`src/length_prefixed_request_deframer_assert.svh`:
```
// Assertion macros used by the request deframer top level.
`ifndef LENGTH_PREFIXED_REQUEST_DEFRAMER_ASSERT_SVH
`define LENGTH_PREFIXED_REQUEST_DEFRAMER_ASSERT_SVH

// Same-cycle implication, disabled while reset is asserted.
`define LPRD_ASSERT_NOW(label, clk, rst_n, ante, cons) \
    label: assert property (@(posedge clk) disable iff (!(rst_n)) (ante) |-> (cons)) \
        else $error("deframer check failed");

// Next-cycle implication, disabled while reset is asserted.
`define LPRD_ASSERT_NEXT(label, clk, rst_n, ante, cons) \
    label: assert property (@(posedge clk) disable iff (!(rst_n)) (ante) |=> (cons)) \
        else $error("deframer check failed");

`endif

```
`src/lprd_pkg.sv`:
```
// Types and constants shared by the request deframer modules.
package lprd_pkg;

    localparam int DATA_W      = 8;
    localparam int LEN_W       = 32;
    localparam int OP_W        = 3;
    localparam int ROLE_W      = 2;
    localparam int CFG_INDEX_W = 8;
    localparam int LEN_BYTES   = 4;
    localparam int LEN_CNT_W   = $clog2(LEN_BYTES);

    // Result beat packing.
    localparam int TDATA_W = LEN_W + DATA_W;
    localparam int TUSER_W = OP_W + ROLE_W + 1;

    // Operation kinds.
    localparam logic [OP_W-1:0] OP_PUT     = 3'd0;
    localparam logic [OP_W-1:0] OP_GET     = 3'd1;
    localparam logic [OP_W-1:0] OP_DEL     = 3'd2;
    localparam logic [OP_W-1:0] OP_STATS   = 3'd3;
    localparam logic [OP_W-1:0] OP_UNKNOWN = 3'd4;

    // Byte roles.
    localparam logic [ROLE_W-1:0] ROLE_OPCODE = 2'd0;
    localparam logic [ROLE_W-1:0] ROLE_LENGTH = 2'd1;
    localparam logic [ROLE_W-1:0] ROLE_DATA   = 2'd2;

    // Configuration register indexes.
    localparam logic [CFG_INDEX_W-1:0] CFG_PUT_IDX    = 8'd0;
    localparam logic [CFG_INDEX_W-1:0] CFG_GET_IDX    = 8'd1;
    localparam logic [CFG_INDEX_W-1:0] CFG_DELETE_IDX = 8'd2;
    localparam logic [CFG_INDEX_W-1:0] CFG_STATS_IDX  = 8'd3;

    // Reset opcode values.
    localparam logic [DATA_W-1:0] PUT_CODE_RST    = 8'd11;
    localparam logic [DATA_W-1:0] GET_CODE_RST    = 8'd13;
    localparam logic [DATA_W-1:0] DELETE_CODE_RST = 8'd12;
    localparam logic [DATA_W-1:0] STATS_CODE_RST  = 8'd21;

    typedef struct packed {
        logic [DATA_W-1:0] put_code;
        logic [DATA_W-1:0] get_code;
        logic [DATA_W-1:0] delete_code;
        logic [DATA_W-1:0] stats_code;
    } codes_t;

    typedef struct packed {
        logic [OP_W-1:0]   op_kind;
        logic [ROLE_W-1:0] byte_role;
        logic              token_index;
        logic [LEN_W-1:0]  token_length;
        logic [DATA_W-1:0] payload_byte;
        logic              frame_end;
    } result_t;

endpackage

```
`src/lprd_cfg_regs.sv`:
```
// Opcode configuration registers of the request deframer.
module lprd_cfg_regs
    import lprd_pkg::*;
(
    input  logic                   aclk,
    input  logic                   aresetn,
    input  logic                   cfg_valid,
    input  logic [CFG_INDEX_W-1:0] cfg_index,
    input  logic [DATA_W-1:0]      cfg_data,
    output codes_t                 codes
);

    codes_t codes_reg;
    codes_t codes_next;

    always_comb begin
        codes_next = codes_reg;
        if (cfg_valid) begin
            // Indexes past the last register are dropped.
            unique case (cfg_index)
                CFG_PUT_IDX:    codes_next.put_code    = cfg_data;
                CFG_GET_IDX:    codes_next.get_code    = cfg_data;
                CFG_DELETE_IDX: codes_next.delete_code = cfg_data;
                CFG_STATS_IDX:  codes_next.stats_code  = cfg_data;
                default:        codes_next = codes_reg;
            endcase
        end
    end

    always_ff @(posedge aclk) begin
        if (!aresetn) begin
            codes_reg.put_code    <= PUT_CODE_RST;
            codes_reg.get_code    <= GET_CODE_RST;
            codes_reg.delete_code <= DELETE_CODE_RST;
            codes_reg.stats_code  <= STATS_CODE_RST;
        end else begin
            codes_reg <= codes_next;
        end
    end

    assign codes = codes_reg;

endmodule

```
`src/lprd_parser.sv`:
```
// Input byte register and frame parsing state of the request deframer.
module lprd_parser
    import lprd_pkg::*;
(
    input  logic              aclk,
    input  logic              aresetn,
    input  codes_t            codes,
    input  logic              s_tvalid,
    output logic              s_tready,
    input  logic [DATA_W-1:0] s_byte,
    input  logic              res_ready,
    output logic              res_valid,
    output result_t           res
);

    typedef enum logic [1:0] {
        PH_OPCODE = 2'd0,
        PH_LENGTH = 2'd1,
        PH_DATA   = 2'd2,
        PH_SPARE  = 2'd3
    } phase_t;

    logic              in_valid_reg;
    logic [DATA_W-1:0] in_byte_reg;

    phase_t            phase_reg,       phase_next;
    logic [OP_W-1:0]   op_reg,          op_next;
    logic [1:0]        tokens_reg,      tokens_next;
    logic              token_num_reg,   token_num_next;
    logic [LEN_CNT_W-1:0] len_cnt_reg,  len_cnt_next;
    logic [LEN_W-1:0]  len_shift_reg,   len_shift_next;
    logic [LEN_W-1:0]  remaining_reg,   remaining_next;

    logic              fire;
    logic              more_tokens;
    logic [LEN_W-1:0]  shifted;
    logic [LEN_W-1:0]  rem_dec;

    assign fire      = in_valid_reg && res_ready;
    assign s_tready  = !in_valid_reg || res_ready;
    assign res_valid = in_valid_reg;

    assign more_tokens = ({1'b0, token_num_reg} + 2'd1) < tokens_reg;
    assign shifted     = {len_shift_reg[LEN_W-DATA_W-1:0], in_byte_reg};
    assign rem_dec     = remaining_reg - LEN_W'(1);

    always_comb begin
        phase_next     = phase_reg;
        op_next        = op_reg;
        tokens_next    = tokens_reg;
        token_num_next = token_num_reg;
        len_cnt_next   = len_cnt_reg;
        len_shift_next = len_shift_reg;
        remaining_next = remaining_reg;

        res.op_kind      = op_reg;
        res.byte_role    = ROLE_OPCODE;
        res.token_index  = 1'b0;
        res.token_length = '0;
        res.payload_byte = in_byte_reg;
        res.frame_end    = 1'b0;

        unique case (phase_reg)
            PH_LENGTH: begin
                res.byte_role    = ROLE_LENGTH;
                res.token_index  = token_num_reg;
                res.token_length = shifted;
                len_shift_next   = shifted;
                len_cnt_next     = len_cnt_reg + LEN_CNT_W'(1);
                if (len_cnt_reg == LEN_CNT_W'(LEN_BYTES - 1)) begin
                    if (shifted == '0) begin
                        // An empty token closes on its last length byte.
                        remaining_next = '0;
                        len_cnt_next   = '0;
                        if (more_tokens) begin
                            token_num_next = 1'b1;
                            len_shift_next = '0;
                        end else begin
                            phase_next     = PH_OPCODE;
                            token_num_next = 1'b0;
                            res.frame_end  = 1'b1;
                        end
                    end else begin
                        remaining_next = shifted;
                        phase_next     = PH_DATA;
                    end
                end
            end
            PH_DATA: begin
                res.byte_role    = ROLE_DATA;
                res.token_index  = token_num_reg;
                res.token_length = len_shift_reg;
                remaining_next   = rem_dec;
                if (rem_dec == '0) begin
                    len_cnt_next = '0;
                    if (more_tokens) begin
                        token_num_next = 1'b1;
                        phase_next     = PH_LENGTH;
                        len_shift_next = '0;
                    end else begin
                        phase_next     = PH_OPCODE;
                        token_num_next = 1'b0;
                        res.frame_end  = 1'b1;
                    end
                end
            end
            default: begin
                // The spare phase code behaves as the opcode phase.
                token_num_next = 1'b0;
                len_cnt_next   = '0;
                len_shift_next = '0;
                remaining_next = '0;
                priority if (in_byte_reg == codes.put_code) begin
                    op_next     = OP_PUT;
                    tokens_next = 2'd2;
                end else if (in_byte_reg == codes.get_code) begin
                    op_next     = OP_GET;
                    tokens_next = 2'd1;
                end else if (in_byte_reg == codes.delete_code) begin
                    op_next     = OP_DEL;
                    tokens_next = 2'd1;
                end else if (in_byte_reg == codes.stats_code) begin
                    op_next     = OP_STATS;
                    tokens_next = 2'd0;
                end else begin
                    op_next     = OP_UNKNOWN;
                    tokens_next = 2'd0;
                end
                res.op_kind = op_next;
                if (tokens_next == 2'd0) begin
                    phase_next    = PH_OPCODE;
                    res.frame_end = 1'b1;
                end else begin
                    phase_next = PH_LENGTH;
                end
            end
        endcase
    end

    always_ff @(posedge aclk) begin
        if (!aresetn) begin
            in_valid_reg  <= 1'b0;
            phase_reg     <= PH_OPCODE;
            op_reg        <= OP_PUT;
            tokens_reg    <= '0;
            token_num_reg <= 1'b0;
            len_cnt_reg   <= '0;
            len_shift_reg <= '0;
            remaining_reg <= '0;
        end else begin
            if (s_tready) begin
                in_valid_reg <= s_tvalid;
            end
            if (fire) begin
                phase_reg     <= phase_next;
                op_reg        <= op_next;
                tokens_reg    <= tokens_next;
                token_num_reg <= token_num_next;
                len_cnt_reg   <= len_cnt_next;
                len_shift_reg <= len_shift_next;
                remaining_reg <= remaining_next;
            end
        end
    end

    always_ff @(posedge aclk) begin
        if (s_tready && s_tvalid) begin
            in_byte_reg <= s_byte;
        end
    end

endmodule

```
`src/lprd_out_stage.sv`:
```
// Result register that drives the master-side beat of the request deframer.
module lprd_out_stage
    import lprd_pkg::*;
(
    input  logic    aclk,
    input  logic    aresetn,
    input  logic    res_valid,
    output logic    res_ready,
    input  result_t res,
    output logic    m_valid,
    input  logic    m_ready,
    output result_t m_res
);

    logic    valid_reg;
    result_t res_reg;

    assign res_ready = !valid_reg || m_ready;
    assign m_valid   = valid_reg;
    assign m_res     = res_reg;

    always_ff @(posedge aclk) begin
        if (!aresetn) begin
            valid_reg <= 1'b0;
        end else if (res_ready) begin
            valid_reg <= res_valid;
        end
    end

    always_ff @(posedge aclk) begin
        if (res_ready && res_valid) begin
            res_reg <= res;
        end
    end

endmodule

```
`src/length_prefixed_request_deframer.sv`:
```
// Top level of the length-prefixed request deframer.
// Each byte passes through the parser's input register, then the result register.
// Throughput: one byte per cycle; the input register and the result register
// advance together whenever the result register is empty or being drained.
// Reset: synchronous, active low; opcodes return to 11/13/12/21 and the parser
// waits for an opcode byte. No clearing pass is needed.
module length_prefixed_request_deframer
    import lprd_pkg::*;
(
    input  logic                   aclk,
    input  logic                   aresetn,
    // Slave side; tdata: data_byte[7:0].
    input  logic                   s_tvalid,
    output logic                   s_tready,
    input  logic [DATA_W-1:0]      s_tdata,
    // Master side; tdata: token_length[31:0], payload_byte[39:32].
    output logic                   m_tvalid,
    input  logic                   m_tready,
    output logic [TDATA_W-1:0]     m_tdata,
    // tuser: op_kind[2:0], byte_role[4:3], token_index[5].
    output logic [TUSER_W-1:0]     m_tuser,
    output logic                   m_tlast,
    // Configuration write channel.
    input  logic                   cfg_valid,
    output logic                   cfg_ready,
    input  logic [CFG_INDEX_W-1:0] cfg_index,
    input  logic [DATA_W-1:0]      cfg_data
);

`include "length_prefixed_request_deframer_assert.svh"

    codes_t  codes;
    logic    res_valid;
    logic    res_ready;
    result_t res;
    result_t m_res;

    assign cfg_ready = 1'b1;

    lprd_cfg_regs u_cfg (
        .aclk      (aclk),
        .aresetn   (aresetn),
        .cfg_valid (cfg_valid),
        .cfg_index (cfg_index),
        .cfg_data  (cfg_data),
        .codes     (codes)
    );

    lprd_parser u_parser (
        .aclk      (aclk),
        .aresetn   (aresetn),
        .codes     (codes),
        .s_tvalid  (s_tvalid),
        .s_tready  (s_tready),
        .s_byte    (s_tdata),
        .res_ready (res_ready),
        .res_valid (res_valid),
        .res       (res)
    );

    lprd_out_stage u_out (
        .aclk      (aclk),
        .aresetn   (aresetn),
        .res_valid (res_valid),
        .res_ready (res_ready),
        .res       (res),
        .m_valid   (m_tvalid),
        .m_ready   (m_tready),
        .m_res     (m_res)
    );

    assign m_tdata = {m_res.payload_byte, m_res.token_length};
    assign m_tuser = {m_res.token_index, m_res.byte_role, m_res.op_kind};
    assign m_tlast = m_res.frame_end;

    // An opcode beat carries no token information.
    `LPRD_ASSERT_NOW(a_opcode_clean, aclk, aresetn,
        m_tvalid && m_res.byte_role == ROLE_OPCODE,
        m_res.token_length == '0 && !m_res.token_index)
    // Stats and unknown opcodes end their frame; token-bearing opcodes never do.
    `LPRD_ASSERT_NOW(a_opcode_end, aclk, aresetn,
        m_tvalid && m_res.byte_role == ROLE_OPCODE,
        m_res.frame_end == (m_res.op_kind == OP_STATS || m_res.op_kind == OP_UNKNOWN))
    // Data bytes only follow a nonzero length.
    `LPRD_ASSERT_NOW(a_data_len, aclk, aresetn,
        m_tvalid && m_res.byte_role == ROLE_DATA,
        m_res.token_length != '0)
    // Only put frames reach the second token.
    `LPRD_ASSERT_NOW(a_second_token, aclk, aresetn,
        m_tvalid && m_res.token_index,
        m_res.op_kind == OP_PUT)

endmodule

```
`config.mk`:
```
export PLATFORM = sky130hd
export DESIGN_NAME = length_prefixed_request_deframer
export DESIGN_NICKNAME = d
export VERILOG_FILES = /design/src/lprd_pkg.sv /design/src/lprd_cfg_regs.sv /design/src/lprd_parser.sv /design/src/lprd_out_stage.sv /design/src/length_prefixed_request_deframer.sv
export VERILOG_INCLUDE_DIRS = /design/src /design/src/src
export SDC_FILE = /design/constraint.sdc
export NUM_CORES = 1
export LEC_CHECK = 0
export BUFFER_PORTS_ARGS = -buffer_cell sky130_fd_sc_hd__buf_2
export CAP_MARGIN = 20
export CORE_ASPECT_RATIO = 0.7
export CORE_MARGIN = 5
export CORE_UTILIZATION = 50
export DETAILED_ROUTE_END_ITERATION = 12
export PLACE_DENSITY = 0.77
export SLEW_MARGIN = 15
export SYNTH_ARGS = -nofsm -noshare
export SYNTH_HDL_FRONTEND = slang
export SYNTH_SLANG_ARGS = --single-unit
```
`constraint.sdc`:
```
create_clock -name aclk -period 5.2 [get_ports aclk]
set_input_delay 0.78 -clock aclk [delete_from_list [all_inputs] [get_ports aclk]]
set_output_delay 0.78 -clock aclk [all_outputs]
set_load 0.02 [all_outputs]
```
==> results of run 1 <==
## final timing paths
kind / slack [ns] / startpoint / endpoint / depth (start not counted)
worst min-delay path: 0.46 / u_parser.len_shift_reg[25]$_SDFFE_PN0P_ / u_parser.len_shift_reg[25]$_SDFFE_PN0P_ / 2
worst max-delay path: 1.10 / u_parser.remaining_reg[0]$_SDFFE_PN0P_ / u_parser.len_shift_reg[26]$_SDFFE_PN0P_ / 10
worst max register to register: 1.10 / u_parser.remaining_reg[0]$_SDFFE_PN0P_ / u_parser.len_shift_reg[26]$_SDFFE_PN0P_ / 10
worst min register to register: 0.46 / u_parser.len_shift_reg[25]$_SDFFE_PN0P_ / u_parser.len_shift_reg[25]$_SDFFE_PN0P_ / 2
## routing by layer
layer / global-route usage / vias to the layer above / part of all wire
met5: 0 / - / 0
met4: 0.0547 / 0 / 0.0089
met3: 0.0438 / 17 / 0.080
met2: 0.325 / 265 / 0.44
met1: 0.318 / 3076 / 0.47
li1: - / 3046 / -
## power by group
group | internal, W | total, W | switching [W] | leakage (nW)
Combinational | 0.0000443 | 0.000125 | 0.0000805 | 1.71
Clock | 0.000825 | 0.00134 | 0.000518 | 0.316
Sequential | 0.00133 | 0.00135 | 0.0000170 | 1.40
## critical path: cells and delay by family, from the launching register on
| family | cells | cell delay [ns] |
|---|---|---|
| adder cells (fa/ha/maj) | 1 | 0.26 |
| XOR/XNOR | 1 | 0.17 |
| flip-flops | 1 | 0.38 |
| multiplexers | 1 | 0.21 |
| AO/OA/AOI/OAI | 1 | 0.77 |
| buffers and inverters | 2 | 0.37 |
| AND/OR/NAND/NOR | 4 | 1.85 |
## layout make-up
| class | instances | area (µm²) | share of cell area |
|---|---|---|---|
| Multi-Input combinational cell | 597 | 3900 | 0.426 |
| Sequential cell | 163 | 3810 | 0.417 |
| Clock buffer | 23 | 533 | 0.0583 |
| Timing Repair Buffer | 86 | 468 | 0.0512 |
| Tap cell | 225 | 282 | 0.0308 |
| Clock inverter | 9 | 110 | 0.0120 |
| Inverter | 10 | 37.5 | 0.00411 |
## cells in the mapped netlist (3+ instances only)
master	n	area, µm²
nand2_1	123	462
dfxtp_1	108	2160
mux2i_1	70	701
nor2b_1	57	357
edfxtp_1	55	1650
nand3_1	42	210
a22oi_1	37	278
xor2_1	37	324
clkbuf_1	35	131
a21oi_1	33	165
o21ai_0	32	160
xnor2_1	25	219
nor2_1	22	82.6
nor4_1	22	138
nor3_1	12	60.1
nand4_1	11	68.8
dlygate4sd3_1	9	90.1
inv_1	9	33.8
ha_1	7	87.6
nand3b_1	7	52.6
buf_1	6	22.5
buf_6	6	67.6
nand4b_1	5	43.8
clkbuf_8	4	55.1
o31ai_1	4	30.0
a21boi_0	3	22.5
a21o_1	3	22.5
a22o_1	3	26.3
buf_8	3	45.0
mux2_2	3	33.8
or3_2	3	22.5
## stage by stage
step	instances	total power (W)	instance area [µm²]	hold slack [ns]	setup WS, ns
after floorplan	836	0.00147	8170	0.424	1.75
after global placement	1081	0.00150	8500	0.444	1.27
after detailed placement	1081	0.00150	8500	0.447	1.16
after CTS	1113	0.00283	9140	0.463	1.12
after global routing	1113	0.00290	9140	0.486	0.720
final	1113	0.00282	9140	0.462	1.10
## cell families after synthesis
kind of cell | share of synthesized area
AO/OA/AOI/OAI | 0.101
AND/OR/NAND/NOR | 0.207
flip-flops | 0.467
adder cells (fa/ha/maj) | 0.0107
XOR/XNOR | 0.0665
buffers and inverters | 0.0576
multiplexers | 0.0899
other | 0.000459
==> metrics.md, run 1 <==
| Metric | Value |
|---|---|
| Clk pin slew, worst setup/hold paths | 0.06 ns |
| Post-CTS sizing | 0 |
| H-tree levels | 4 |
| Hold Fails Final Rpt | 0 |
| Sequential share of the synthesized area | 0.467 |
| Skew final | 0.00942 ns |
| Share of post-route cells with drive strength above 1 | 0.159 |
| Final slew viol count | 0 |
| Clock Sinks | roughly 160 |
| Hold/Removal Path Class | flip-flop to flip-flop |
| Input/output buffers | 77 |
| GRT overflow | 0 |
| Clock Latency Late Sink | 0.43 ns |
| Synthesized net count | 872 |
| Worst Path Required | 5.55 ns |
| Largest stage delay on the critical path | 0.77 ns |
| Pin count of the biggest net entering global routing | 91 |
| Vias | 6404 |
| Initial Utilization | 0.504 |
| Final Setup Violations | 0 |
| First-pass GRT wire length | 32100 µm |
| Root Driver | clkbuf_16 |
| PD cells | just over 300 nW/µm² |
| Post-CTS setup buffer count | 0 |
| Initial DRC count | 741 |
| Die height | approximately 120 µm |
| Num rows | 39 |
| Main synth FF type | dfxtp_1 |
| Most frequent cells in the layout | nand2_1, dfxtp_1, buf_2 |
| Setup crit end kind | flip-flop |
| Syn. warnings | 0 |
| Final wirelength | 20000 µm |
| Vias in the first global route | just under 6000 |
| Initial antenna violation count | 0 |
| I/O pin cnt | slightly below 80 |
| Die area | 19000 µm² |
| Worst Tran Pin Value | 0.981 ns |
| Final Core Density | 0.564 |
| Synthesized netlist cell count | 836 |
| DIE WIDTH | 163 µm |
| Slew Limit Headroom | 0.345 |
| Max Fclk | 244 MHz |
| Worst vdd ir | 0.000203 V |
| WS Path Type | flip-flop to flip-flop |
| Total negative slack | 0 ns |
| Commonest non-fill, non-tap cell in the layout | nand2_1 |
| Nature of the critical path startpoint | flip-flop |
| Core Area | 16200 µm² |
| Syn-to-layout area delta | 11.9% |
| Filler cells | 1448 |
| Post-route ant nets | 0 |
| CTS Buf Count | 17 |
| Number of synthesized flops with an enable pin | 55 |
| Outcome | complete, no violations |
| Yosys reg bits | around 160 |
| Total of max-cap violations | 0 |
| Antenna cell count | 0 |
| CP arrival | approximately 4.5 ns |
| DR vias/cell | between 5 and 6 |
| Bufs on Longest Clock Path | 2 |
| GRT Total Usage | 0.215 |
| Fin crit period | 4.10 ns |
| Drt first pass iters | 5 |
| Slowest CP cell | o31ai_4 |
| CP Cell Sequence | inv_1, ha_1, nor3b_2, nand4_1, nor4_1, xor2_1, or4_2, o31ai_4, buf_12, mux2i_1 |
| Post-synth ARST share | 0 |
| Leakage Power | 3.42 nW |
| Synth cell types | 60 |
| Final nets | 911 |
| RSZ-0062 raised after global routing | false |
| Mapped Area | around 8000 µm² |
| CTS tree | done |
| WL/cell | 17.9 µm |
| Post-DP HPWL | roughly 13000 µm |
| Final period utilization | 0.789 |
| Max FO, Critical Path | 22 |
| Syn_area_per_cell | 9.77 µm² |
| # DRC | 0 |
| Routability congestion estimate | 0.886 |
| Hold buffer count at cts | 0 |
| Max FFs per register | between 40 and 50 |
(Power assumes the default switching activity.)
==> run 2, diff against run 1 <==
PLACE_DENSITY = 0.8   (was 0.77)
clock period = 3.65 ns   (was 5.2 ns; I/O delays follow)
==> run 2 against run 1 <==
- power up 38%
- core utilization hardly changed
- die area is the same
- hold slack lost 0.17 ns
- sequential share of layout area is essentially flat
- via count down 0.83%
- cell area about the same
- flip-flop and latch count is the same
- sequential power grew 42%
- critical endpoint is now u_parser.len_shift_reg[24]$_SDFFE_PN0P_
==> metrics.md, run 2 (synthesized netlist as in run 1, its figures left out) <==
| Metric | Value |
|---|---|
| CTS tree | done |
| Bufs on Longest Clock Path | 2 (unchanged) |
| Worst Hold Launch | s_tdata[1] |
| Int Pwr | 0.00297 W (+35%) |
| Final slew viol count | 0 (unchanged) |
| Vias in the first global route | 5816 (-1.4%) |
| Core Area | 16200 µm² (unchanged) |
| DIE WIDTH | 163 µm (unchanged) |
| Clock Sinks | 163 (unchanged) |
| Outcome | complete, no violations |
| Final Setup Violations | 0 (unchanged) |
| DR top layer | met4 |
| Hold buffer count at cts | 0 (unchanged) |
| Hold Crit Depth | 1 (-1) |
| RSZ-0062 raised after global routing | false |
| WS Path Type | flip-flop to flip-flop |
| Commonest non-fill, non-tap cell in the layout | nand2_1 |
| CTS Buf Count | 17 (unchanged) |
| GRT overflow | 0 (unchanged) |
| Final nets | 918 (+0.77%) |
| Clock share of power | 0.459 (-0.017) |
| Num rows | 39 (unchanged) |
| Non-Filler Instances | 1120 (+0.63%) |
| I/O pin cnt | 79 (unchanged) |
| R2R depth | 8 (-2) |
| GRT Total Usage | 0.210 (-0.00553) |
| Post-CTS sizing | 0 (unchanged) |
| Worst R2R End | u_parser.len_shift_reg[24]$_SDFFE_PN0P_ |
| Post-DP HPWL | 13000 µm (-0.70%) |
| Comb pwr share | 0.046 (+0.002) |
| DP Cell Count | 1088 (+0.65%) |
| Total negative slack | 0 ns (unchanged) |
| Worst vdd ir | 0.000232 V (+14%) |
| Worst Tran Pin Value | 0.774 ns (-0.207 ns) |
| # DRC | 0 (unchanged) |
| Pwr Total | 0.00389 W (+38%) |
| First-pass GRT wire length | 31200 µm (-2.8%) |
| WL/cell | 17.5 µm (-2.2%) |
| Reg-to-reg startpoint | u_parser.remaining_reg[14]$_SDFFE_PN0P_ |
| Max FFs per register | 47 (unchanged) |
| Clock Latency Late Sink | 0.43 ns (about the same) |
| Nature of the critical path startpoint | flip-flop |
| CP arrival | 3.79 ns (-0.66 ns) |
| Met2 WL | 8540 µm (-3.8%) |
| Hold/Removal Path Class | input pin to flip-flop |
| Leakage Power | 3.43 nW (+0.25%) |
| Slew Limit Headroom | 0.484 (+0.139) |
| Vias | 6351 (-0.83%) |
| DR vias/cell | 5.67 (-1.4%) |
| H-tree levels | 4 (unchanged) |
| Initial DRC count | 709 (-4.3%) |
| DP Area | 8550 µm² (+0.62%) |
| Post-route ant nets | 0 (unchanged) |
| Initial antenna violation count | 0 (unchanged) |
| Hold EP | u_parser.in_byte_reg[1]$_DFFE_PP_ |
| Hold Fails Final Rpt | 0 (unchanged) |
| Clk pin slew, worst setup/hold paths | 0.07 ns (about the same) |
| Antenna cell count | 0 (unchanged) |
| Die height | 117 µm (unchanged) |
| Drt first pass iters | 5 (unchanged) |
| Initial Utilization | 0.504 (unchanged) |
| Root Driver | clkbuf_16 |
| Share of post-route cells with drive strength above 1 | 0.166 (+0.00770) |
| Flop-to-flop setup slack | 0.22 ns (-0.88 ns) |
| Most frequent cells in the layout | nand2_1, dfxtp_1, buf_2 |
| Die area | 19000 µm² (unchanged) |
| Max Fclk | 291 MHz (+20%) |
| Final period utilization | 0.940 (+0.151) |
| WL met1 | 9180 µm (-1.5%) |
| Final wirelength | 19700 µm (-1.6%) |
| P_sw | 0.000919 W (+49%) |
| Skew final | 0.0124 ns (+0.00302 ns) |
| Sw Ratio | 0.237 (+0.0180) |
| Final Core Density | 0.564 (about the same) |
| Post-CTS setup buffer count | 0 (unchanged) |
| Syn-to-layout area delta | 11.8% (about the same) |
| Final Cell Area | 9140 µm² (about the same) |
| Seq pwr share | 0.495 (+0.016) |
| Max FO, Critical Path | 10 (-55%) |
| Input/output buffers | 77 (unchanged) |
| Fin crit period | 3.43 ns (-0.671 ns) |
| Total of max-cap violations | 0 (unchanged) |
| Pin count of the biggest net entering global routing | 80 (-12%) |
| PD cells | 425 nW/µm² (+38%) |
| Worst Path Required | 4.01 ns (-1.54 ns) |
| Routability congestion estimate | 0.896 (+1.1%) |
| Length of routed met3 wiring | 1650 µm (+3.1%) |
| Setup crit end kind | flip-flop |
[run 2: changes by cell type in the layout (fill, tap and decap cells not counted)]
cell and change:
inv_6 +3, bufinv_16 -1, clkinv_4 -2, clkinv_2 -1
buf_4 +7, inv_4 +2, clkinv_8 +1, clkbuf_16 -3
clkbuf_1 -1, inv_8 +2
[run 2: layout make-up]
type,count,area [µm²]
Tap cell,225,282
Sequential cell,163,3810
Timing Repair Buffer,93,520
Fill cell,1407,7060
Clock inverter,13,135
Inverter,10,37.5
Clock buffer,19,454
Multi-Input combinational cell,597,3900
[run 2: per-stage QoR]
step           hold WS (ns)  setup WS (ns)
5_1_grt               0.275         0.0991
3_5_place_dp          0.451          0.255
3_3_place_gp          0.441          0.330
2_1_floorplan         0.424          0.420
6_report              0.289          0.219
4_1_cts               0.276          0.229
[run 2: worst max path at each step]
stage / start / end / slack, ns / depth (start not counted)
final: u_parser.remaining_reg[14]$_SDFFE_PN0P_ / u_parser.len_shift_reg[24]$_SDFFE_PN0P_ / 0.22 / 8
after global routing: u_parser.remaining_reg[14]$_SDFFE_PN0P_ / u_parser.len_shift_reg[21]$_SDFFE_PN0P_ / 0.1 / 8
after CTS: u_parser.remaining_reg[14]$_SDFFE_PN0P_ / u_parser.len_shift_reg[24]$_SDFFE_PN0P_ / 0.23 / 8
after detailed placement: u_parser.remaining_reg[14]$_SDFFE_PN0P_ / u_parser.len_shift_reg[24]$_SDFFE_PN0P_ / 0.25 / 8
after global placement: u_parser.remaining_reg[14]$_SDFFE_PN0P_ / u_parser.len_shift_reg[30]$_SDFFE_PN0P_ / 0.33 / 8
after floorplan: u_parser.remaining_reg[14]$_SDFFE_PN0P_ / u_parser.len_shift_reg[1]$_SDFFE_PN0P_ / 0.42 / 8
[run 2: routing by layer]
metal / GRT usage / vias up
met1: 0.309 / 2999
li1: - / 3061
met3: 0.0508 / 27
met5: 0 / -
met2: 0.312 / 264
met4: 0.0503 / 0
[run 2: critical path: stages (launching register included)]
cell     delay [ns]
dfxtp_1        0.35
or4_4          0.59
or3_2          0.46
nor4_1         0.30
xor2_1         0.16
or4_2          0.68
o31ai_4        0.34
buf_4          0.27
mux2i_1        0.22
[run 2: power by group through the flow]
stage / Clock (W) / Sequential [W] / Combinational, W
3_5_place_dp: 0 / 0.00196 / 0.000177
5_1_grt: 0.00189 / 0.00193 / 0.000191
4_1_cts: 0.00181 / 0.00192 / 0.000178
2_1_floorplan: 0 / 0.00197 / 0.000119
6_report: 0.00178 / 0.00192 / 0.000179
3_3_place_gp: 0 / 0.00196 / 0.000176
==> run 3, diff against run 2 <==
CORE_UTILIZATION = 30   (was 50)
PLACE_DENSITY = 0.56   (was 0.8)
==> run 3 against run 2 <==
- global-route usage is 6.9 points lower
- count of clock-buffer cells in the layout is 2 lower
- wire length is 11% higher
- flip-flop and latch count stayed put
- critical path type unchanged
==> metrics.md, run 3 (synthesized netlist as in run 1, its figures left out) <==
| Metric | Value |
|---|---|
| Slowest CP cell | or4_2 |
| Post-CTS sizing | 0 (unchanged) |
| Total negative slack | 0 ns (unchanged) |
| First-pass GRT wire length | 34300 µm (+10%) |
| Post-route ant nets | 0 (unchanged) |
| DR vias/cell | 4.99 (-12%) |
| CP Cell Sequence | or4_4, or3_2, nor4_1, xor2_1, or4_2, o31ai_4, buf_4, mux2i_1 |
| Max Fclk | 289 MHz (-0.80%) |
| Final wirelength | 21900 µm (+11%) |
| DIE WIDTH | 207 µm (+27%) |
| Final slew viol count | 0 (unchanged) |
| Post-CTS setup buffer count | 0 (unchanged) |
| Share of post-route cells with drive strength above 1 | 0.173 (+0.00685) |
| Setup crit end kind | flip-flop |
| Syn-to-layout area delta | 14.2% |
| Pre-CTS WS | 0.235 ns (-0.0193 ns) |
| Kind of cell adding the most delay to the critical path | simple AND/OR/NAND/NOR gates |
| Most frequent cells in the layout | nand2_1, dfxtp_1, buf_2 |
| Routability congestion estimate | 0.836 (-6.7%) |
| GRT Total Usage | 0.141 (-0.0689) |
| Initial DRC count | 463 (-35%) |
| Core Area | 26800 µm² (+65%) |
| Final nets | 923 (+0.54%) |
| Vias | 6304 (-0.74%) |
| Final Setup Violations | 0 (unchanged) |
| R2R depth | 8 (unchanged) |
| Worst Tran Pin Value | 0.869 ns (+0.0947 ns) |
| CTS Buf Count | 17 (unchanged) |
| Die area | 30700 µm² (+61%) |
| Max FFs per register | 47 (unchanged) |
| Vias in the first global route | 5909 (+1.6%) |
| Max FO, Critical Path | 12 (+2) |
| Die height | 148 µm (+27%) |
| Largest stage delay on the critical path | 0.69 ns (about the same) |
| Clock Latency Late Sink | 0.45 ns (+0.02 ns) |
| Initial Utilization | 0.305 (-0.199) |
| Outcome | complete, no violations |
| Final period utilization | 0.947 (+0.00757) |
| Hold Slack | 0.273 ns (-0.0166 ns) |
| Post-route setup slack | 0.192 ns (-0.0276 ns) |
| Hold/Removal Path Class | input pin to flip-flop |
| Input/output buffers | 77 (unchanged) |
| Fin crit period | 3.46 ns (+0.0276 ns) |
| Pin count of the biggest net entering global routing | 55 (-31%) |
| PD cells | 418 nW/µm² (-1.7%) |
| Clock Sinks | 163 (unchanged) |
| I/O pin cnt | 79 (unchanged) |
| Total of max-cap violations | 0 (unchanged) |
| CTS tree | done |
| Worst path bufs/invs | 1 (unchanged) |
| H-tree levels | 4 (unchanged) |
| Crit path capture | u_parser.len_shift_reg[11]$_SDFFE_PN0P_ |
| Reg-to-reg startpoint | u_parser.remaining_reg[14]$_SDFFE_PN0P_ |
| Initial antenna violation count | 0 (unchanged) |
| Hold buffer count at cts | 0 (unchanged) |
| Crit. Startpoint | u_parser.remaining_reg[14]$_SDFFE_PN0P_ |
| Post-DP HPWL | 14900 µm (+14%) |
| Antenna cell count | 0 (unchanged) |
| Nature of the critical path startpoint | flip-flop |
| CP arrival | 3.83 ns (+0.04 ns) |
| Slew Limit Headroom | 0.421 (-0.0631) |
| Flop-to-flop setup slack | 0.19 ns (-0.03 ns) |
| Clk pin slew, worst setup/hold paths | 0.07 ns (about the same) |
| GRT overflow | 0 (unchanged) |
| Worst vdd ir | 0.000306 V (+32%) |
| Skew final | 0.0157 ns (+0.00323 ns) |
| Root Driver | clkbuf_16 |
| Hold Fails Final Rpt | 0 (unchanged) |
| WS Path Type | flip-flop to flip-flop |
| Worst Path Required | 4.02 ns (about the same) |
| WL/cell | 17.3 µm (-1.4%) |
| Leakage Power | 3.45 nW (+0.58%) |
| RSZ-0062 raised after global routing | false |
| # DRC | 0 (unchanged) |
| Commonest non-fill, non-tap cell in the layout | nand2_1 |
| Crit path depth | 8 (unchanged) |
| Num rows | 50 (+28%) |
| Bufs on Longest Clock Path | 2 (unchanged) |
| Worst R2R End | u_parser.len_shift_reg[11]$_SDFFE_PN0P_ |
| Drt first pass iters | 5 (unchanged) |
run 3: cell types whose count changed in the layout (fill, tap and decap cells not counted), moves of 2 or more:
cell / before / now
clkinv_8: 1 / 3
inv_8: 2 / 5
inv_4: 3 / 0
buf_4: 16 / 22
clkinv_2: 0 / 2
run 3: through the flow:
step	utilization	cells	cell area [µm²]	total power (W)
6_report	0.349	1264	9330	0.00390
5_1_grt	0.349	1264	9330	0.00403
4_1_cts	0.349	1264	9330	0.00395
3_5_place_dp	0.327	1232	8750	0.00215
3_3_place_gp	0.327	1232	8750	0.00215
2_1_floorplan	-	836	8170	0.00209
run 3: power breakdown:
group          switching [W]  internal (W)
Sequential         0.0000256       0.00190
Combinational       0.000116     0.0000650
Clock               0.000878      0.000916
run 3: worst min-delay path by stage:
stage / start / to / slack [ns] / cells after the start
final: s_tdata[4] / u_parser.in_byte_reg[4]$_DFFE_PP_ / 0.27 / 1
after global routing: s_tdata[4] / u_parser.in_byte_reg[4]$_DFFE_PP_ / 0.26 / 1
after CTS: s_tdata[4] / u_parser.in_byte_reg[4]$_DFFE_PP_ / 0.25 / 1
after detailed placement: u_parser.len_shift_reg[30]$_SDFFE_PN0P_ / u_parser.len_shift_reg[30]$_SDFFE_PN0P_ / 0.45 / 2
after global placement: u_parser.len_shift_reg[31]$_SDFFE_PN0P_ / u_parser.len_shift_reg[31]$_SDFFE_PN0P_ / 0.44 / 2
after floorplan: u_parser.in_byte_reg[0]$_DFFE_PP_ / u_out.m_res[1]$_DFFE_PP_ / 0.42 / 0
run 3: worst register-to-register path, delay by kind of cell, from the launching register on:
family | cells | cell delay, ns
flops | 1 | 0.35
buf+inv | 1 | 0.28
xor+xnor | 1 | 0.16
simple gates | 4 | 2.04
compound gates | 1 | 0.32
mux | 1 | 0.23
run 3: layout make-up:
cell class,count,area (µm²)
clock inverters,15,159
flip-flops and latches,163,3810
well taps,364,455
multi-input cells,597,3900
fillers,2777,17400
clock buffers,17,425
inverters,10,37.5
repair buffers,98,546
run 3: per-layer routing:
layer / track usage / routed length [µm]
met1: 0.212 / 11300
met2: 0.202 / 9130
met3: 0.0308 / 1170
met4: 0.0393 / 276
met5: 0 / 0
